### src/sv/cft_pkg.sv
// package: shared codes, field widths and pipeline tag type for the frustum cull tester
`timescale 1ns / 1ps
`default_nettype none
package cft_pkg;

  localparam int FUNC_W   = 2;
  localparam int IDX_W    = 3;
  localparam int FIELD_W  = 32;
  localparam int MARGIN_W = 16;
  localparam int APB_AW   = 3;
  localparam int APB_DW   = 32;

  // request kinds carried on in_tuser
  localparam logic [FUNC_W-1:0] FUNC_LOAD   = 2'd0;
  localparam logic [FUNC_W-1:0] FUNC_SPHERE = 2'd1;
  localparam logic [FUNC_W-1:0] FUNC_BOX    = 2'd2;

  // register index as selected by the address word
  localparam logic REG_MARGIN = 1'b0;

  localparam logic [MARGIN_W-1:0] MARGIN_RESET = 16'd66;

  typedef struct packed {
    logic vld;
    logic last;
  } cft_tag_t;

endpackage
`default_nettype wire

### src/sv/cft_plane_mem.sv
// plane store: one row per plane, synchronous read, valid bits for reset-to-zero
`timescale 1ns / 1ps
`default_nettype none
module cft_plane_mem
  import cft_pkg::*;
#(
  parameter int COORD_BITS = 32,
  parameter int NUM_PLANES = 6,
  parameter int ADDR_W     = 3
) (
  input  wire                      clk,
  input  wire                      rst_n,
  input  wire                      wr_en,
  input  wire [ADDR_W-1:0]         wr_addr,
  input  wire [4*COORD_BITS-1:0]   wr_row,
  input  wire                      rd_en,
  input  wire [ADDR_W-1:0]         rd_addr,
  input  cft_tag_t                 rd_tag,
  output logic [4*COORD_BITS-1:0] rd_row,
  output cft_tag_t                 rd_tag_out
);

  logic [4*COORD_BITS-1:0] mem [NUM_PLANES];
  logic [NUM_PLANES-1:0]   row_vld_r;
  logic [4*COORD_BITS-1:0] rd_data_r;
  logic                    rd_vld_r;
  cft_tag_t                rd_tag_r;

  always_ff @(posedge clk) begin
    if (wr_en) begin
      mem[wr_addr] <= wr_row;
    end
    if (rd_en) begin
      rd_data_r <= mem[rd_addr];
    end
  end

  always_ff @(posedge clk) begin
    if (!rst_n) begin
      row_vld_r <= '0;
      rd_vld_r  <= 1'b0;
      rd_tag_r  <= '0;
    end else begin
      if (wr_en) begin
        row_vld_r[wr_addr] <= 1'b1;
      end
      if (rd_en) begin
        rd_vld_r <= row_vld_r[rd_addr];
      end
      rd_tag_r <= rd_en ? rd_tag : '0;
    end
  end

  // a row never loaded reads as zero
  assign rd_row     = rd_vld_r ? rd_data_r : '0;
  assign rd_tag_out = rd_tag_r;

endmodule
`default_nettype wire

### config.mk
export PLATFORM = sky130hd
export DESIGN_NAME = cft_plane_mem
export DESIGN_NICKNAME = d
export VERILOG_FILES = /design/src/sv/cft_pkg.sv /design/src/sv/cft_plane_mem.sv
export SDC_FILE = /design/constraint.sdc
export NUM_CORES = 1
export LEC_CHECK = 0
export ABC_AREA = 1
export ABC_CLOCK_PERIOD_IN_PS = 8000
export BUFFER_PORTS_ARGS = -buffer_cell sky130_fd_sc_hd__buf_2
export CORE_MARGIN = 2
export CORE_UTILIZATION = 50
export CTS_BUF_LIST = sky130_fd_sc_hd__clkbuf_16
export DETAILED_ROUTE_END_ITERATION = 6
export PLACE_DENSITY = 0.77
export SLEW_MARGIN = 40
export SYNTH_ARGS = -nofsm -noshare
export SYNTH_HDL_FRONTEND = slang
export SYNTH_SLANG_ARGS = --single-unit
### constraint.sdc
create_clock -name clk -period 8 [get_ports clk]
set_clock_uncertainty 0.1 [all_clocks]
set_input_delay 1.6 -clock clk [delete_from_list [all_inputs] [get_ports clk]]
set_output_delay 1.6 -clock clk [all_outputs]
set_load 0.005 [all_outputs]
# Yosys cells after proc, flatten, opt, wreduce, memory -nomap -nowiden
# Memories as Yosys holds them, arrays and structs flattened. A register that Yosys moved wholly into a read port is not among the register bits.
# Index checks and enable logic that the tools add are counted.
totals:
  ram_bits: 768
  n_memories: 1
  register_bits: 9
  inputBits: 140
op_classes:
  reduce_logical: 2
  bitwise_logic: 1
  muxes: 7
  order_cmp: 3
mem_list:
  columns: ["name", "words", "width", "rd", "rd_clocked_by_memory_dff", "write_ports", "line_no", "source"]
  rows:
  - ["mem", 6, 128, 1, 1, 1, "cft_plane_mem.sv:23", "logic [4*COORD_BITS-1:0] mem [NUM_PLANES];"]
op_table:
  columns: ["cell", "count"]
  rows:
  - ["$mux 128", 1]
  - ["$lt 3x4->1 const B", 2]
  - ["$or 6x6->6", 1]
  - ["$mux 1", 4]
  - ["$bmux 1 s3", 1]
  - ["$demux 1 s3", 1]
  - ["$ge 3x1->1 const B", 1]
  - ["$reduce_and 2->1", 1]
  - ["$logic_and 1x1->1", 1]

# Longest topological paths before layout
# Gate-level depths: netlist of run 1.
logic_depth:
  word_depth: 5
  ltp_mapped: 9
  mapped_depth_nobuf: 6

# Worst setup path before layout of run 1
# Ideal clock, no wire load.
synth_timing:
  path_type: "in2reg"
  start: "input port wr_en"
  end: "memory mem[2][0] in the netlist's numbering (enable)"
  setup_slack_ps: 3086
  cell_stages: 4
  t_arrival_ps: 4333
  setup_time_ps: 481
  path_cell_list: "inv_1 nor2_1 nand2_1 inv_1"
synth_via:
  elab_chain_cells: 2
synth_lines:
  columns: ["element", "line_no", "source"]
  rows:
  - ["start: declaration", "cft_plane_mem.sv:13", "input wire wr_en,"]
  - ["$mux 1", "cft_plane_mem.sv:30", "if (wr_en) begin"]
  - ["$mux 1 (implied by the code)", "cft_plane_mem.sv:31", "mem[wr_addr] <= wr_row;"]
  - ["end: declaration", "cft_plane_mem.sv:23", null]
# Every way passes these cells.

# Worst setup path after layout of run 1
layout_timing:
  start: "register rd_vld_r"
  end: "output port rd_row[25]"
layout_via:
  elab_chain_cells: 1
layout_lines:
  columns: ["element", "line_no", "source"]
  rows:
  - ["start: declaration", "cft_plane_mem.sv:26", "logic rd_vld_r;"]
  - ["start signal: assignment", "cft_plane_mem.sv:48", "rd_vld_r <= row_vld_r[rd_addr];"]
  - ["$mux 128", "cft_plane_mem.sv:55", "assign rd_row = rd_vld_r ? rd_data_r : '0;"]
  - ["end: declaration", "cft_plane_mem.sv:19", "output logic [4*COORD_BITS-1:0] rd_row,"]
# Every way passes these cells.

==> impl_metrics.yaml, run 1 <==
timing:
  report.final.slew_viol_count: 0
  tightest_slew_ns: 0.868
  max_freq_ghz: 0.245
  hold_viol: 0
  layout_min_cycle_time_ns: 4.08
  setup_tns_ns: 0
  relSlewSlack_pct: 42.1
  setup_viol: 0
  rsz0062_at_grt: "no"
  post-route-period-util_pct: 51.0
clock_network:
  cts_tree: "done"
  cts_setup_buffers: 0
  cts-buffers-inserted: 91
  clkTransAtPathRegs_ns: 0.06
  clock_latency_ns: 0.62
  cts_hold_buf: 0
  ctsLongestPathBuffers: 3
  clock-sinks: 905
  cts.htree.levels: 3
  cts-resized-gates: 0
  cts_root_buf: "clkbuf_16"
synthesis:
  synth_seq_area_share_pct: 77.9
  ys_warn_count: 0
  syn-instance-count: 2652
  synth.avg_cell_area_um2: 13.1
  ys_seq_elements: 905
  synth_area_um2: 34800
  synthesis.nets: 2792
  yosysUniqueCellTypes: 18
cells_and_area:
  syn_to_final_growth_pct: 14.1
  final_cell_mix: "896 x edfxtp_1, 656 x nand2_1, 387 x nand3_1"
  drive_gt1_share_pct: 14.5
  stdcell_count: 3904
  multi_input_area_um2: 6230
  final_common_cell: "edfxtp_1"
  seqCellArea_um2: 27100
  fin_nets: 3028
  num-fill-cells: 5356
critical_path:
  crit_path_cell_trace: "buf_4 > buf_12 > nand2_1 > inv_1 > buf_2"
  arrival_ns: 2.38
  cp_slowest_cell: "dfxtp_4"
  slowest_delay_ns: 0.69
  required_ns: 6.30
  cpLargestDelayFamily: "buffers and inverters"
  cp_num_buf_inv: 4
  critPathLaunchType: "flop"
  crit_type: "flop to output port"
  path_max_fanout: 43
  endpoint_kind: "output port"
placement:
  place_inst: 3722
  port-buffer-count: 269
  routabilityCongestion: 0.752
  dpl.hpwl_um: 38600
global_route:
  grt_max_degree: 181
  gr-total-overflow: 0
  grt_pass1_wl_um: 116000
  antenna_found_initial: 20
  grt_pass1_vias: 20100
  grt.total_usage_pct: 21.4
drt:
  vias_per_cell: 5.38
  top_layer_used: "met5"
  wirelength_um: 77500
  drt-wirelength-per-cell_um: 19.8
  post-route-drc-count: 0
  drtAntennaViolNets: 0
  drt_iter0_drc: 2168
  vias: 21000
  met3_wirelength_um: 5510
  dr.pass1.iters: 5
  wl_met1_um: 31200
  wl_met2_um: 38900
floorplan:
  ios: 270
  dieArea_um2: 71700
  initial_core_util_pct: 50.6
  die_w_um: 268
  fp.dieH_um: 268
  rows: 96
  core-area_um2: 68700
hold_path:
  hold_class: "flop to flop"
outcome:
  status: "complete, no violations"
power:
  ir_drop_uv: 180
  power.density_nw_per_um2: 252
  p_leak_nw: 15.2
flow_run:
  max_cap_viol_count: 0
==> worst reg2reg max path, stage by stage (launching register included) <==
cell	delay (ns)
dfxtp_4	0.69
o21ai_0	0.22
a21oi_1	0.15
==> per-stage QoR <==
stage	util, %	total power [mW]	hold slack (ns)	instance area (um^2)	worst slack [ns]
finish	57.7	10.0	0.362	39700	3.92
CTS	57.6	10.1	0.362	39500	3.65
global route	57.7	10.3	0.378	39700	3.79
detailed placement	53.4	6.10	0.353	36700	3.68
floorplan	-	5.87	0.335	34800	3.09
global placement	53.3	6.08	0.350	36600	3.42
==> path summary, 6_finish.rpt <==
kind | depth (start not counted) | slack [ns] | start | to
hold reg to reg | 2 | 0.36 | row_vld_r[5]$_SDFFE_PN0P_ | row_vld_r[5]$_SDFFE_PN0P_
setup reg to reg | 2 | 6.77 | rd_vld_r$_SDFFE_PN0P_ | rd_vld_r$_SDFFE_PN0P_
setup / recovery | 5 | 3.92 | rd_vld_r$_SDFFE_PN0P_ | rd_row[25]
hold / removal | 2 | 0.36 | row_vld_r[5]$_SDFFE_PN0P_ | row_vld_r[5]$_SDFFE_PN0P_
==> metal layers <==
metal / vias up / GRT usage (%)
li1: 9806 / -
met1: 10300 / 27.9
met2: 704 / 36.4
met3: 147 / 4.69
met4: 26 / 6.39
met5: - / 0
==> flip-flops by register name (all words and copies together) (netlist names) <==
signal	count
rd_tag_out	2
row_vld_r	6
mem	768
rd_data_r	128
rd_vld_r	1
==> final cells by class <==
class,count,area share (%)
Sequential cell,905,68.3
Multi-Input combinational cell,1442,15.7
Clock buffer,93,5.87
Timing Repair Buffer,299,4.31
Tap cell,931,2.94
Inverter,149,1.55
Clock inverter,73,1.26
Antenna cell,12,0.0757
==> logic make-up after synthesis <==
kind of cell    after synthesis  synth area share (%)
flops                       905                  77.9
compound gates              264                  3.80
buf+inv                     305                  4.21
simple gates               1178                  14.1
==> synth_stat cells <==
| master | n | share of area (%) |
|---|---|---|
| buf_6 | 25 | 0.81 |
| nand2_1 | 656 | 7.1 |
| inv_1 | 148 | 1.6 |
| buf_12 | 1 | 0.058 |
| a21oi_1 | 7 | 0.10 |
| nor2_1 | 133 | 1.4 |
| inv_6 | 1 | 0.025 |
| buf_4 | 5 | 0.11 |
| o21ai_1 | 121 | 1.7 |
| dfxtp_1 | 9 | 0.52 |
| buf_2 | 56 | 0.81 |
| edfxtp_1 | 896 | 77 |
| clkbuf_1 | 49 | 0.53 |
| buf_8 | 2 | 0.086 |
| o21ai_0 | 136 | 2.0 |
| and3_1 | 2 | 0.036 |
| buf_1 | 18 | 0.19 |
| nand3_1 | 387 | 5.6 |
==> power by group <==
group | internal (mW) | switching, mW | total, mW
combinational | 0.158 | 0.384 | 0.542
clock | 2.32 | 1.68 | 4.01
sequential | 5.42 | 0.0464 | 5.46
Power figures use the tool's default switching activity.
==> inputs of run 2 (changes only) <==
--- a/config.mk
+++ b/config.mk
@@ -6,7 +6,7 @@
 export NUM_CORES = 1
 export LEC_CHECK = 0
 export ABC_AREA = 1
-export ABC_CLOCK_PERIOD_IN_PS = 8000
+export ABC_CLOCK_PERIOD_IN_PS = 4300
 export BUFFER_PORTS_ARGS = -buffer_cell sky130_fd_sc_hd__buf_2
 export CORE_MARGIN = 2
 export CORE_UTILIZATION = 50
==> constraint.sdc (replaced) <==
create_clock -name clk -period 4.3 [get_ports clk]
set_clock_uncertainty 0.1 [all_clocks]
set_input_delay 0.86 -clock clk [delete_from_list [all_inputs] [get_ports clk]]
set_output_delay 0.86 -clock clk [all_outputs]
set_load 0.005 [all_outputs]
==> impl_metrics.yaml, run 2 (same netlist as run 1, synthesis figures left out) <==
power:
  p_leak_nw: 15.3
  ir_drop_uv: 385
  p_total_mw: 18.5
  power.density_nw_per_um2: 465
cells_and_area:
  seqCellArea_um2: 27100
  drive_gt1_share_pct: 14.6
  num-fill-cells: 5264
  final_common_cell: "edfxtp_1"
  final_cell_mix: "896 x edfxtp_1, 656 x nand2_1, 387 x nand3_1"
  fin_nets: 3039
  largest_reg_flops: 768
  multi_input_area_um2: 6230
  syn_to_final_growth_pct: 14.6
  top_regs: "mem x768, rd_data_r x128, row_vld_r x6"
  largest_register: "mem"
timing:
  layout_min_cycle_time_ns: 3.09
  rsz0062_at_grt: "no"
  report.final.slew_viol_count: 0
  max_freq_ghz: 0.323
  setup_viol: 0
  hold_viol: 0
  post-route-period-util_pct: 71.9
  setup_tns_ns: 0
  tightest_slew_ns: 0.836
  relSlewSlack_pct: 44.3
drt:
  vias_per_cell: 5.42
  vias: 21200
  wirelength_um: 77600
  post-route-drc-count: 0
  dr.pass1.iters: 5
  wl_met1_um: 30300
  drt-wirelength-per-cell_um: 19.9
  wl_met2_um: 39600
  top_layer_used: "met5"
  drt_iter0_drc: 1988
  drtAntennaViolNets: 0
  met3_wirelength_um: 5940
clock_network:
  cts.htree.levels: 3
  cts-buffers-inserted: 90
  clock-sinks: 905
  cts_setup_buffers: 0
  cts-resized-gates: 0
  clock_latency_ns: 0.62
  clkTransAtPathRegs_ns: 0.06
  cts_tree: "done"
  cts_hold_buf: 0
  cts_root_buf: "clkbuf_16"
  ctsLongestPathBuffers: 3
floorplan:
  rows: 96
  ios: 270
  fp.dieH_um: 268
  die_w_um: 268
  dieArea_um2: 71700
  initial_core_util_pct: 50.6
  core-area_um2: 68700
hold_path:
  min_path_cells: 2
  min_to: "row_vld_r[0]$_SDFFE_PN0P_"
  hold_class: "flop to flop"
  min_from: "row_vld_r[0]$_SDFFE_PN0P_"
critical_path:
  crit_type: "flop to output port"
  worstReg2RegStart: "rd_vld_r$_SDFFE_PN0P_"
  reg2reg_slack_ns: 3.13
  arrival_ns: 2.13
  path_max_fanout: 66
  required_ns: 3.34
  reg2regPathDepth: 2
  endpoint_kind: "output port"
  r2r_end: "rd_vld_r$_SDFFE_PN0P_"
  crit_start: "rd_vld_r$_SDFFE_PN0P_"
  critPathLaunchType: "flop"
global_route:
  grt_max_degree: 196
  antenna_found_initial: 22
  grt.total_usage_pct: 21.5
  grt_pass1_wl_um: 117000
  gr-total-overflow: 0
  grt_pass1_vias: 20900
placement:
  port-buffer-count: 269
  routabilityCongestion: 0.762
  dpl.hpwl_um: 40100
flow_run:
  max_cap_viol_count: 0
outcome:
  status: "complete, no violations"
run 2: layer usage:
layer  GRT usage (%)  vias to the layer above
li1                -                     9833
met4            7.58                       20
met5               0                        -
met2            37.2                      813
met3            4.44                      153
met1            27.0                    10400
run 2: layout make-up:
| class | instances | share of cell area [%] |
|---|---|---|
| Tap cell | 931 | 2.92 |
| Sequential cell | 905 | 68.0 |
| Multi-Input combinational cell | 1442 | 15.6 |
| Timing Repair Buffer | 311 | 4.96 |
| Antenna cell | 14 | 0.0879 |
| Clock buffer | 92 | 5.78 |
| Clock inverter | 61 | 1.12 |
| Inverter | 149 | 1.52 |
run 2: per-stage QoR:
stage / area (um^2) / utilization (%) / setup WS, ns / instances / hold WS, ns
final: 39900 / 58.0 / 1.21 / 3905 / 0.366
after global routing: 39800 / 58.0 / 1.09 / 3899 / 0.348
after CTS: 39800 / 57.9 / 1.15 / 3889 / 0.328
after detailed placement: 37000 / 53.9 / 1.51 / 3736 / 0.355
after global placement: 37000 / 53.9 / 1.52 / 3736 / 0.345
after floorplan: 34800 / - / 0.126 / 2652 / 0.335
run 2: how the worst max path moves through the flow:
stage,endpoint,slack [ns]
finish,rd_row[66],1.21
global route,rd_row[52],1.09
CTS,rd_row[112],1.15
detailed placement,mem[5][70]$_DFFE_PP_,1.51
global placement,mem[5][70]$_DFFE_PP_,1.52
floorplan,mem[2][0]$_DFFE_PP_,0.13
run 2: critical path, cell delays in order (launching register included):
cell	delay, ns
dfxtp_4	0.68
buf_12	0.39
nand2_1	0.18
inv_1	0.08
buf_2	0.11
run 2: report_power, final:
part,internal [mW],switching (mW)
Clock,4.26,3.09
Sequential,10.1,0.0908
Combinational,0.310,0.721
Total,14.6,3.91
